### config.mk
export PLATFORM = sky130hd
export DESIGN_NAME = wrapping_time_min_heap_core
export DESIGN_NICKNAME = d
export VERILOG_FILES = /design/src/hw/rtl/wtmh_pkg.sv /design/src/hw/rtl/wrapping_time_min_heap_core.sv /design/src/hw/rtl/wtmh_ram.sv
export VERILOG_INCLUDE_DIRS = /design/src /design/src/hw/rtl
export SDC_FILE = /design/constraint.sdc
export NUM_CORES = 1
export LEC_CHECK = 0
export BUFFER_PORTS_ARGS = -buffer_cell sky130_fd_sc_hd__buf_2
export CAP_MARGIN = 20
export CORE_MARGIN = 10
export CORE_UTILIZATION = 52
export DETAILED_ROUTE_END_ITERATION = 12
export PLACE_DENSITY = 0.77
export SLEW_MARGIN = 40
export SYNTH_ARGS = -nofsm -noshare
export SYNTH_HDL_FRONTEND = slang
export SYNTH_SLANG_ARGS = --single-unit
### constraint.sdc
create_clock -name clock -period 6.09 [get_ports clock]
set_input_delay 1.5225 -clock clock [delete_from_list [all_inputs] [get_ports clock]]
set_output_delay 1.5225 -clock clock [all_outputs]
set_load 0.03 [all_outputs]
### src/hw/rtl/wrapping_time_min_heap_core_macros.svh
// Assertion helpers for the timer heap core.
`ifndef WRAPPING_TIME_MIN_HEAP_CORE_MACROS_SVH
`define WRAPPING_TIME_MIN_HEAP_CORE_MACROS_SVH

// pre implies post in the same cycle
`define WTMH_ASSERT_NOW(label, clk, rst, pre, post) \
   label: assert property (@(posedge clk) disable iff (rst) (pre) |-> (post)) \
      else $error("wtmh same-cycle check failed");

// pre implies post in the next cycle
`define WTMH_ASSERT_NEXT(label, clk, rst, pre, post) \
   label: assert property (@(posedge clk) disable iff (rst) (pre) |=> (post)) \
      else $error("wtmh next-cycle check failed");

`endif

### src/hw/rtl/wtmh_pkg.sv
package wtmh_pkg;

   localparam int CMD_W    = 2;
   localparam int TIME_W   = 16;
   localparam int TAG_W    = 16;
   localparam int REC_W    = TIME_W + TAG_W;
   localparam int STATUS_W = 2;
   localparam int COUNT_W  = 5;

   // command codes
   localparam logic [CMD_W-1:0] CMD_INSERT = 2'd0;
   localparam logic [CMD_W-1:0] CMD_POP    = 2'd1;
   localparam logic [CMD_W-1:0] CMD_PEEK   = 2'd2;

   // status codes
   localparam logic [STATUS_W-1:0] STAT_OK    = 2'd0;
   localparam logic [STATUS_W-1:0] STAT_FULL  = 2'd1;
   localparam logic [STATUS_W-1:0] STAT_EMPTY = 2'd2;

   typedef enum logic [3:0] {
      S_IDLE,
      S_UP_READ,
      S_UP_CMP,
      S_DN_ROOT,
      S_DN_LAST,
      S_DN_LEFT,
      S_DN_RIGHT,
      S_DN_PICK,
      S_DN_MOVE,
      S_PEEK,
      S_DONE
   } state_type;

   // a comes no later than b: signed upper half of (a - b) is <= 0
   function automatic logic order_le(input logic [REC_W-1:0] a, input logic [REC_W-1:0] b);
      logic [REC_W-1:0] d;
      d = a - b;
      return d[REC_W-1] || (d[REC_W-1:TAG_W] == '0);
   endfunction

   // signed upper half of (a - b) is >= 0
   function automatic logic order_ge(input logic [REC_W-1:0] a, input logic [REC_W-1:0] b);
      logic [REC_W-1:0] d;
      d = a - b;
      return !d[REC_W-1];
   endfunction

endpackage

### src/hw/rtl/wrapping_time_min_heap_core.sv
// Timer queue: binary min-heap of {due time, tag} entries ordered by wrapping
// 16-bit time. One command beat on req_* (insert, pop, peek) gives exactly one
// result beat on rsp_*.
// Handshake: a beat moves when valid is high and stall is low. req_stall is
// high while a command is being worked on; a new command is taken as soon as
// the previous result has been handed to the output register, even if the
// receiver is still stalling that result.
// Steps per command: insert sifts the new entry up from the new last slot;
// pop reads the root, then the last entry, and sifts that entry down from
// the root; peek reads the root; rejected, empty-heap and unused commands
// go straight to the done state.
// The heap lives in one single-port-read, single-port-write RAM with a
// registered read; each level of sift-up costs a read and a write-back, each
// level of sift-down one or two child reads, a pick and a write-back. A new
// command is taken only after the previous result has loaded.
// Reset (synchronous, active high) empties the heap by clearing the entry
// count; the RAM is not cleared, only entries below the count are ever read.
// While rsp_stall is high the result holds on rsp_*; a finished command waits
// in its done state until the output register frees up.
module wrapping_time_min_heap_core #(
   parameter int DEPTH = 16
) (
   input  logic                           clock,
   input  logic                           reset,
   input  logic                           req_valid,
   output logic                           req_stall,
   input  logic [wtmh_pkg::CMD_W-1:0]     req_cmd,
   input  logic [wtmh_pkg::TIME_W-1:0]    req_time_req,
   input  logic [wtmh_pkg::TAG_W-1:0]     req_tag,
   output logic                           rsp_valid,
   input  logic                           rsp_stall,
   output logic [wtmh_pkg::STATUS_W-1:0]  rsp_status,
   output logic [wtmh_pkg::TIME_W-1:0]    rsp_entry_time,
   output logic [wtmh_pkg::TAG_W-1:0]     rsp_entry_tag,
   output logic                           rsp_entry_valid,
   output logic                           rsp_due,
   output logic [wtmh_pkg::COUNT_W-1:0]   rsp_count
);

   import wtmh_pkg::*;

`include "wrapping_time_min_heap_core_macros.svh"

   localparam int AW = $clog2(DEPTH);
   localparam int CW = $clog2(DEPTH + 1);
   localparam int XW = AW + 2;

   // control state
   state_type state_ff, state_in;
   logic [CW-1:0] count_ff, count_in;
   logic          rsp_valid_ff, rsp_valid_in;

   // working registers
   logic [AW-1:0]    idx_ff, idx_in;
   logic [AW-1:0]    pick_idx_ff, pick_idx_in;
   logic [REC_W-1:0] rec_ff, rec_in;
   logic [REC_W-1:0] left_ff, left_in;
   logic [REC_W-1:0] pick_ff, pick_in;
   logic             has_r_ff, has_r_in;

   // staged result
   logic [STATUS_W-1:0] res_status_ff, res_status_in;
   logic [TIME_W-1:0]   res_time_ff, res_time_in;
   logic [TAG_W-1:0]    res_tag_ff, res_tag_in;
   logic                res_valid_ff, res_valid_in;
   logic                res_due_ff, res_due_in;

   // output register
   logic [STATUS_W-1:0] rsp_status_ff;
   logic [TIME_W-1:0]   rsp_time_ff;
   logic [TAG_W-1:0]    rsp_tag_ff;
   logic                rsp_evalid_ff;
   logic                rsp_due_ff;
   logic [COUNT_W-1:0]  rsp_count_ff;
   logic                load_rsp;

   // RAM port
   logic             mem_we;
   logic [AW-1:0]    mem_waddr;
   logic [REC_W-1:0] mem_wdata;
   logic             mem_re;
   logic [AW-1:0]    mem_raddr;
   logic [REC_W-1:0] mem_rd;

   // heap index arithmetic
   logic [XW-1:0] child_l, child_r, n_x;
   logic [AW-1:0] parent_idx;
   logic          full, empty;
   logic          pop_accept;

   assign child_l    = XW'({idx_ff, 1'b1});
   assign child_r    = child_l + XW'(1);
   assign n_x        = XW'(count_ff);
   assign parent_idx = (idx_ff - AW'(1)) >> 1;
   assign full       = (count_ff == CW'(DEPTH));
   assign empty      = (count_ff == '0);
   assign pop_accept = req_valid && !req_stall && (req_cmd == CMD_POP) && !empty;

   assign req_stall = (state_ff != S_IDLE);

   wtmh_ram #(
      .DEPTH(DEPTH),
      .WIDTH(REC_W)
   ) u_ram (
      .clock  (clock),
      .wr_en  (mem_we),
      .wr_addr(mem_waddr),
      .wr_data(mem_wdata),
      .rd_en  (mem_re),
      .rd_addr(mem_raddr),
      .rd_data(mem_rd)
   );

   // state and control registers
   always_ff @(posedge clock) begin
      if (reset) begin
         state_ff     <= S_IDLE;
         count_ff     <= '0;
         rsp_valid_ff <= 1'b0;
      end else begin
         state_ff     <= state_in;
         count_ff     <= count_in;
         rsp_valid_ff <= rsp_valid_in;
      end
   end

   // datapath registers
   always_ff @(posedge clock) begin
      idx_ff        <= idx_in;
      pick_idx_ff   <= pick_idx_in;
      rec_ff        <= rec_in;
      left_ff       <= left_in;
      pick_ff       <= pick_in;
      has_r_ff      <= has_r_in;
      res_status_ff <= res_status_in;
      res_time_ff   <= res_time_in;
      res_tag_ff    <= res_tag_in;
      res_valid_ff  <= res_valid_in;
      res_due_ff    <= res_due_in;
      if (load_rsp) begin
         rsp_status_ff <= res_status_ff;
         rsp_time_ff   <= res_time_ff;
         rsp_tag_ff    <= res_tag_ff;
         rsp_evalid_ff <= res_valid_ff;
         rsp_due_ff    <= res_due_ff;
         rsp_count_ff  <= COUNT_W'(count_ff);
      end
   end

   // sequencer: one RAM access per port per cycle; a write and a read in the
   // same cycle never touch the same entry, so no forwarding is needed
   always_comb begin
      state_in      = state_ff;
      count_in      = count_ff;
      idx_in        = idx_ff;
      pick_idx_in   = pick_idx_ff;
      rec_in        = rec_ff;
      left_in       = left_ff;
      pick_in       = pick_ff;
      has_r_in      = has_r_ff;
      res_status_in = res_status_ff;
      res_time_in   = res_time_ff;
      res_tag_in    = res_tag_ff;
      res_valid_in  = res_valid_ff;
      res_due_in    = res_due_ff;
      mem_we        = 1'b0;
      mem_waddr     = '0;
      mem_wdata     = '0;
      mem_re        = 1'b0;
      mem_raddr     = '0;
      load_rsp      = 1'b0;
      rsp_valid_in  = rsp_valid_ff && rsp_stall;

      case (state_ff)
         S_IDLE: begin
            if (req_valid) begin
               rec_in        = {req_time_req, req_tag};
               res_status_in = STAT_OK;
               res_time_in   = '0;
               res_tag_in    = '0;
               res_valid_in  = 1'b0;
               res_due_in    = 1'b0;
               state_in      = S_DONE;
               case (req_cmd)
                  CMD_INSERT: begin
                     if (full) begin
                        res_status_in = STAT_FULL;
                     end else begin
                        idx_in   = count_ff[AW-1:0];
                        count_in = count_ff + CW'(1);
                        state_in = S_UP_READ;
                     end
                  end
                  CMD_POP: begin
                     if (empty) begin
                        res_status_in = STAT_EMPTY;
                     end else begin
                        mem_re   = 1'b1;
                        count_in = count_ff - CW'(1);
                        state_in = S_DN_ROOT;
                     end
                  end
                  CMD_PEEK: begin
                     if (empty) begin
                        res_status_in = STAT_EMPTY;
                     end else begin
                        mem_re   = 1'b1;
                        state_in = S_PEEK;
                     end
                  end
                  default: ;
               endcase
            end
         end

         // sift-up: place the entry at the root, else fetch parent of the hole
         S_UP_READ: begin
            if (idx_ff == '0) begin
               mem_we    = 1'b1;
               mem_waddr = idx_ff;
               mem_wdata = rec_ff;
               state_in  = S_DONE;
            end else begin
               mem_re    = 1'b1;
               mem_raddr = parent_idx;
               state_in  = S_UP_CMP;
            end
         end

         // parent no later than new entry: settle, else move parent down
         S_UP_CMP: begin
            mem_we    = 1'b1;
            mem_waddr = idx_ff;
            if (order_le(mem_rd, rec_ff)) begin
               mem_wdata = rec_ff;
               state_in  = S_DONE;
            end else begin
               mem_wdata = mem_rd;
               idx_in    = parent_idx;
               state_in  = S_UP_READ;
            end
         end

         // root arrives; fetch last entry
         S_DN_ROOT: begin
            res_time_in  = mem_rd[REC_W-1:TAG_W];
            res_tag_in   = mem_rd[TAG_W-1:0];
            res_valid_in = 1'b1;
            mem_re       = 1'b1;
            mem_raddr    = count_ff[AW-1:0];
            state_in     = S_DN_LAST;
         end

         S_DN_LAST: begin
            rec_in   = mem_rd;
            idx_in   = '0;
            state_in = S_DN_LEFT;
         end

         // sift-down: fetch left child or settle at a leaf
         S_DN_LEFT: begin
            if (child_l >= n_x) begin
               mem_we    = 1'b1;
               mem_waddr = idx_ff;
               mem_wdata = rec_ff;
               state_in  = S_DONE;
            end else begin
               mem_re    = 1'b1;
               mem_raddr = child_l[AW-1:0];
               state_in  = S_DN_RIGHT;
            end
         end

         S_DN_RIGHT: begin
            left_in  = mem_rd;
            has_r_in = (child_r < n_x);
            if (child_r < n_x) begin
               mem_re    = 1'b1;
               mem_raddr = child_r[AW-1:0];
            end
            state_in = S_DN_PICK;
         end

         // right child wins unless left is earlier; on equal times the lower tag wins, right on equal tags
         S_DN_PICK: begin
            if (has_r_ff && order_ge(left_ff, mem_rd)) begin
               pick_in     = mem_rd;
               pick_idx_in = child_r[AW-1:0];
            end else begin
               pick_in     = left_ff;
               pick_idx_in = child_l[AW-1:0];
            end
            state_in = S_DN_MOVE;
         end

         S_DN_MOVE: begin
            mem_we    = 1'b1;
            mem_waddr = idx_ff;
            if (order_le(rec_ff, pick_ff)) begin
               mem_wdata = rec_ff;
               state_in  = S_DONE;
            end else begin
               mem_wdata = pick_ff;
               idx_in    = pick_idx_ff;
               state_in  = S_DN_LEFT;
            end
         end

         S_PEEK: begin
            res_time_in  = mem_rd[REC_W-1:TAG_W];
            res_tag_in   = mem_rd[TAG_W-1:0];
            res_valid_in = 1'b1;
            res_due_in   = order_le(mem_rd, {rec_ff[REC_W-1:TAG_W], TAG_W'(0)});
            state_in     = S_DONE;
         end

         // hand result to the output register once it frees up
         S_DONE: begin
            if (!rsp_valid_ff || !rsp_stall) begin
               load_rsp     = 1'b1;
               rsp_valid_in = 1'b1;
               state_in     = S_IDLE;
            end
         end

         default: begin
            state_in = S_IDLE;
         end
      endcase
   end

   assign rsp_valid       = rsp_valid_ff;
   assign rsp_status      = rsp_status_ff;
   assign rsp_entry_time  = rsp_time_ff;
   assign rsp_entry_tag   = rsp_tag_ff;
   assign rsp_entry_valid = rsp_evalid_ff;
   assign rsp_due         = rsp_due_ff;
   assign rsp_count       = rsp_count_ff;

   // checks
   `WTMH_ASSERT_NOW(a_count_range, clock, reset, 1'b1, count_ff <= CW'(DEPTH))
   `WTMH_ASSERT_NEXT(a_pop_count, clock, reset, pop_accept, count_ff == $past(count_ff) - CW'(1))
   `WTMH_ASSERT_NOW(a_no_write_idle, clock, reset, mem_we, state_ff != S_IDLE)
   `WTMH_ASSERT_NOW(a_empty_no_entry, clock, reset, rsp_valid && rsp_status == STAT_EMPTY, !rsp_entry_valid && !rsp_due)

endmodule

### src/hw/rtl/wtmh_ram.sv
module wtmh_ram #(
   parameter int DEPTH = 16,
   parameter int WIDTH = 32
) (
   input  logic                     clock,
   input  logic                     wr_en,
   input  logic [$clog2(DEPTH)-1:0] wr_addr,
   input  logic [WIDTH-1:0]         wr_data,
   input  logic                     rd_en,
   input  logic [$clog2(DEPTH)-1:0] rd_addr,
   output logic [WIDTH-1:0]         rd_data
);

   logic [WIDTH-1:0] mem [DEPTH];
   logic [WIDTH-1:0] rd_data_ff;

   // write port
   always_ff @(posedge clock) begin
      if (wr_en) begin
         mem[wr_addr] <= wr_data;
      end
   end

   // registered read port, data valid in the cycle after rd_en
   always_ff @(posedge clock) begin
      if (rd_en) begin
         rd_data_ff <= mem[rd_addr];
      end
   end

   assign rd_data = rd_data_ff;

endmodule
# Yosys cells after proc, flatten, opt, wreduce, memory -nomap -nowiden
# Memories as Yosys holds them, arrays and structs flattened. A register that Yosys moved wholly into a read port is not among the register bits.
# Index checks and enable logic that the tools add are counted.
totals:
  elab_cells: 146
  mem_count: 1
  rom_bits: 0
  out_inout_bits: 43
  inputBits: 38
  regBits: 192
  mem_bits_rw: 512
  latch_bits: 0
classes:
  n_reduce_logical: 32
  multipliers: 0
  eq_ne: 21
  div: 0
  order_cmp: 2
  shifts: 0
  mux: 61
  bitwise_logic: 0
  n_addsub: 8
memory_table:
  columns: ["name", "words", "width", "rd", "rd_clocked_by_memory_dff", "write_ports", "line", "text"]
  rows:
  - ["u_ram.mem", 16, 32, 1, 1, 1, "wtmh_ram.sv:14", "logic [WIDTH-1:0] mem [DEPTH];"]
op_table:
  columns: ["op", "count"]
  rows:
  - ["$mux 32", 6]
  - ["$pmux 32 s4", 1]
  - ["$sub 32x32->32", 4]
  - ["$mux 4", 18]
  - ["$pmux 16 s2", 2]
  - ["$pmux 32 s2", 1]
  - ["$logic_not 16->1", 3]
  - ["$pmux 4 s11", 1]
  - ["$pmux 4 s4", 2]
  - ["$pmux 4 s3", 2]
  - ["$eq 4x3->1 const B", 4]
  - ["$mux 1", 16]
  - ["$mux 16", 1]
  - ["$ne 2x2->1 const B", 7]
  - ["$eq 4x4->1 const B", 3]
  - ["$mux 5", 2]
  - ["$pmux 5 s2", 1]
  - ["$reduce_and 2->1", 5]
  - ["$eq 4x2->1 const B", 2]
  - ["$logic_not 4->1", 2]
  - ["$reduce_bool 2->1", 4]
  - ["$reduce_bool 4->1", 2]
  - ["$add 5x1->6 const B", 1]
  - ["$lt 6x5->1", 1]
  - ["23 further kinds", 33]

# Logic depth before layout (Yosys ltp)
logic_depth:
  word_depth: 5
  ltp_mapped: 16
  depth_no_buf: 14

# Hierarchy
# Synthesis repeated with hierarchy kept, for this count alone.
hier_totals:
  cells_unflattened: 2463
  area_unflattened_um2: 35507.8
modules_own_cells:
  columns: ["mod", "instances", "area_per_inst_um2", "cells_per_inst"]
  rows:
  - ["wtmh_ram", 1, 20155.6, 838]
  - ["wrapping_time_min_heap_core", 1, 15352.2, 1625]

# Worst setup path after synthesis
# OpenSTA, ideal clock, no wires.
synth_timing:
  path_type: "reg-to-reg"
  startpoint: "reg idx_ff[0]"
  endpoint: "mem u_ram.mem[7][0], enable pin"
  path_stages_with_launch: 14
  n_path_buf: 1
  slack_ns: 0.982
  period_less_slack_ns: 5.108
  arrival_ns: 4.647
  required_time_ns: 5.629
  cell_sequence: "edfxtp_1 clkbuf_1 inv_1 ha_1 o21ai_0 a21o_1 a21o_1 a21oi_1 nand2b_1 nor2b_1 a21oi_1 o21a_1 or3b_2 nor3_1"
synth_via:
  elab_chain_cells: 5
  word_cells_on_any_way: 10
synth_rtl:
  columns: ["item", "line", "text"]
  rows:
  - ["start, declared", "wrapping_time_min_heap_core.sv:54", "logic [AW-1:0] idx_ff, idx_in;"]
  - ["start signal, assigned", "wrapping_time_min_heap_core.sv:129", "idx_ff <= idx_in;"]
  - ["$ge 5x5->1 / $logic_not 4->1 (equally long branches)", "wrapping_time_min_heap_core.sv:262, wrapping_time_min_heap_core.sv:218", null]
  - ["$mux 1, on equally long branches", "wrapping_time_min_heap_core.sv:262, wrapping_time_min_heap_core.sv:218", null]
  - ["$pmux 1 s3", "wrapping_time_min_heap_core.sv:174", "case (state_ff)"]
  - ["$mux 1", "wtmh_ram.sv:19", "if (wr_en) begin"]
  - ["$mux 1 (implied by the code)", "wtmh_ram.sv:20", "mem[wr_addr] <= wr_data;"]
  - ["end, declared", "wtmh_ram.sv:14", null]
# Several ways; a longest one is shown, not always the timed one.

# Worst setup path in the final report
layout_timing:
  startpoint: "reg u_ram.rd_data_ff[16], in the netlist u_ram.rd_data[16], read port of u_ram.mem"
  endpoint: "mem u_ram.mem[8][23], data pin"
layout_via:
  elab_chain_cells: 5
layout_rtl:
  columns: ["item", "line", "text"]
  rows:
  - ["start, declared", "wtmh_ram.sv:15", "logic [WIDTH-1:0] rd_data_ff;"]
  - ["$sub 32x32->32 *", "wtmh_pkg.sv:37", "d = a - b;"]
  - ["$logic_not 16->1", "wtmh_pkg.sv:38", "return d[REC_W-1] || (d[REC_W-1:TAG_W] == '0);"]
  - ["$logic_or 1x1->1 *", "wtmh_pkg.sv:38", null]
  - ["$mux 32 *", "wrapping_time_min_heap_core.sv:234", "if (order_le(mem_rd, rec_ff)) begin"]
  - ["$pmux 32 s4 *", "wrapping_time_min_heap_core.sv:174", null]
  - ["named net mem_wdata[23]", "wrapping_time_min_heap_core.sv:80", "logic [REC_W-1:0] mem_wdata;"]
# The timed path passes the listed nets; every way through them passes the cells marked *.

==> run_results.csv <==
group,metric,value,unit
power_and_ir_drop,leakagePower,13.92,nW
power_and_ir_drop,seqPwrFrac,40.7,%
placed_design,portBuffers,80,
min_path,hp-start,"res_time_ff[7]",
placed_design,dp_hpwl,61770,µm
route,drt_iter0_markers,3306,
power_and_ir_drop,power_density,507.5,nW/µm²
sta,worst_slack,0.7730,ns
min_path,hold_depth,0,
die,dieWidth,276.7,µm
power_and_ir_drop,ir_worst_vdd,0.3099,mV
power_and_ir_drop,p_int,12.08,mW
route,vias,23830,
placed_design,place.gp.congestion,1.013,
synthesis,synth_top_cell_by_area,"edfxtp_1",
synthesis,netlist_instances,2775,
setup_path,reg2regPathDepth,14,
clock_network,htreeDepth,3,
route,wl_per_cell,25.18,µm
synthesis,synth_nets,2923,
setup_path,end_kind,"register",
power_and_ir_drop,p_switching,7.369,mW
route,drtAntennaViolNets,0,
cells_and_area,post-route-util,58.49,%
placed_design,place_area,35990,µm²
die,initial_utilization,52.29,%
cells_and_area,syn2layout_area_growth,11.86,%
grt,first_global_vias,22930,
die,ios,81,
grt,antenna_found_initial,0,
synthesis,syn_area_per_cell,12.34,µm²
synthesis,synth_area_leaders,"edfxtp_1 (64%), ha_1 (3.9%), nand2_1 (3.7%)",
setup_path,cp_max_fo,17,
clock_network,post_cts_buffers,0,
synthesis,synth_top_area_share,63.65,%
die,num_rows,94,
setup_path,r2r_slack,0.77,ns
min_path,min_to,"rsp_entry_time[7]",
synthesis,synth_flop_cell,"edfxtp_1",
power_and_ir_drop,switching_share,37.89,%
clock_network,cts-root-buf,"clkbuf_16",
placed_design,dpl.cell_count,3645,
sta,slew-limit-headroom,41.90,%
sta,tns,0,ns
sta,finalCritPeriodShare,87.31,%
run,max_cap_violations,0,
cells_and_area,design_area,38320,µm²
synthesis,async_reset_ff_share,0,%
min_path,min_path_type,"register to register",
sta,worstMarginPinSlew,0.8714,ns
synthesis,ys_types,80,
synthesis,ys_seq_area_share,64.23,%
grt,grt_pass1_wl,141100,µm
setup_path,start_kind,"register",
sta,slew_violations,0,
clock_network,clk_pin_slew,0.07,ns
clock_network,cts_buffers,74,
die,dieArea,76540,µm²
die,die_height,276.7,µm
route,routed_wl,95070,µm
grt,grt_max_degree,115,
sta,hold_viol_final,0,
power_and_ir_drop,comb_power_share,36.9,%
route,vias_per_cell,6.310,
sta,fin_crit,5.317,ns
clock_network,cts_sinks,736,
clock_network,clock_latency,0.63,ns
clock_network,cts-hold-fix-buffers,0,
placed_design,post-place-ws,0.7133,ns
synthesis,synth_edf_count,726,
cells_and_area,antenna_cells,0,
synthesis,yosys_warnings,0,
clock_network,cts_resized,0,
sta,setup_violations,0,
setup_path,arrival,5.66,ns
sta,finClkSkew,0.03237,ns
clock_network,tritoncts,"done",
synthesis,ys_ff_latch,736,
route,drc_errors,0,
power_and_ir_drop,pwr-share-clk,22.5,%
status,status,"completed",
setup_path,required,6.43,ns
synthesis,syn_area,34250,µm²
grt,track_usage,23.85,%
sta,timing.fmax,188.1,MHz
setup_path,r2r_start,"u_ram.rd_data[16]",
route,drt-pass1-iter-count,8,
grt,gr-total-overflow,0,
cells_and_area,fin_cells,3776,
setup_path,criticalPathCategory,"register to register",
setup_path,rr_endpoint,"u_ram.mem[8][23]",
clock_network,cts_max_path_buffers,3,
cells_and_area,fin_nets,3007,
cells_and_area,drive_gt1_share,13.22,%
die,core,65510,µm²
sta,rsz0062_at_grt,"false",
sequential cells by signal, indices dropped and copies added, names as in the netlist, 2 cells and up:
| signal | flops |
|---|---|
| count_ff | 5 |
| left_ff | 32 |
| res_status_ff | 2 |
| u_ram.mem | 512 |
| res_tag_ff | 16 |
| u_ram.rd_data | 32 |
| rsp_count | 5 |
| state_ff | 4 |
| pick_idx_ff | 4 |
| rsp_entry_time | 16 |
| pick_ff | 32 |
| rsp_status | 2 |
| idx_ff | 4 |
| rsp_entry_tag | 16 |
| rec_ff | 32 |
| res_time_ff | 16 |
stage by stage:
| step | hold slack, ns | total power, mW |
|---|---|---|
| finish | 0.4128 | 19.45 |
| global placement | 0.4008 | 14.64 |
| CTS | 0.4109 | 19.30 |
| global route | 0.4211 | 20.29 |
| detailed placement | 0.4045 | 14.94 |
| floorplan | 0.4003 | 12.41 |
Yosys cell counts (10+ instances only):
master      n
edfxtp_1  726
nand2_1   339
nor2_1    282
o21ai_0   133
inv_1     125
nand3_1   115
clkbuf_1  114
ha_1      108
mux2i_1    99
a21oi_1    97
mux2_2     65
o21ai_1    37
nand3b_1   36
and2_1     35
o221ai_1   34
a22oi_1    33
a32oi_1    33
nand4_1    29
a21o_1     25
xnor2_1    24
nor3_1     21
o211ai_1   19
a211oi_1   16
nand2b_1   15
xor2_1     13
buf_2      12
and3_1     11
dfxtp_1    10
nor4_1     10
o21a_1     10
cells in the final DEF (no fill, tap or decap), types with 8 or more instances in the layout:
master / n
xor2_1: 13
nor2_4: 13
edfxtp_1: 726
and2_1: 34
dfxtp_1: 10
nor3_1: 17
a22oi_1: 33
nand2b_1: 15
a21oi_1: 95
o21ai_1: 14
o21ai_0: 133
a32oi_1: 33
ha_1: 108
o21a_1: 10
clkbuf_16: 75
xnor2_1: 24
nor4_1: 10
nand2_1: 339
nand3_1: 115
buf_2: 80
clkinv_1: 13
nand3b_1: 36
a21o_1: 25
and3_1: 10
or3_1: 9
buf_4: 59
inv_1: 125
o21ai_2: 23
mux2_2: 65
o221ai_1: 34
nand4_1: 29
o21bai_1: 8
a211oi_1: 15
clkbuf_1: 21
mux2i_1: 99
nor2_1: 268
o211ai_1: 19
cell type report:
| type | count | area (µm²) |
|---|---|---|
| clock buffers | 96 | 1966 |
| clock inverters | 33 | 315.3 |
| fillers | 4874 | 27190 |
| inverters | 125 | 469.2 |
| multi-input cells | 1772 | 11470 |
| flip-flops and latches | 736 | 22000 |
| well taps | 864 | 1081 |
| repair buffers | 150 | 1015 |
how the worst max path moves through the flow:
stage,startpoint,endpoint,slack [ns],cells past startpoint
finish,u_ram.rd_data[16],u_ram.mem[8][23],0.77,14
global route,u_ram.rd_data[6],u_ram.mem[8][23],0.60,14
CTS,u_ram.rd_data[18],u_ram.mem[14][19],0.68,13
detailed placement,u_ram.rd_data[18],u_ram.mem[12][19],0.71,13
global placement,rec_ff[8],u_ram.mem[0][31],0.79,12
floorplan,idx_ff[0],u_ram.mem[7][0],0.98,13
routing by layer:
metal	global-route usage, %	vias to the layer above	routed length, µm	share of wire [%]
met1	31.93	11770	38000	40
met5	0	-	0	0
met4	9.477	0	3256	3.4
met2	38.32	1392	44730	47
met3	4.066	195	9081	9.6
li1	-	10470	-	-
worst max-delay path, cell delays in order (launching register included):
cell and delay (ns):
edfxtp_1 0.50, ha_1 0.53, nand2_1 0.18, o21ai_0 0.64, o21ai_0 0.21, a32oi_1 0.23
o31ai_2 0.11, nand3_1 0.11, or4b_1 0.19, o41a_1 0.24, a2bb2oi_1 0.35, a21boi_4 0.73
buf_4 0.47, o21ai_1 0.24, buf_4 0.25
power by group through the flow:
stage	Clock, mW	Combinational (mW)	Sequential [mW]
2_1_floorplan	0	4.61	7.80
3_3_place_gp	0	6.68	7.96
3_5_place_dp	0	6.94	8.00
4_1_cts	4.42	6.98	7.90
5_1_grt	4.62	7.70	7.97
6_report	4.37	7.17	7.91
kinds of logic after synthesis:
family | synth area share (%)
buf+inv | 3.123
flops | 64.23
simple gates | 12.46
fa+ha+maj | 4.062
mux | 5.063
compound gates | 10.11
xor+xnor | 0.9461
(Power assumes the default switching activity.)
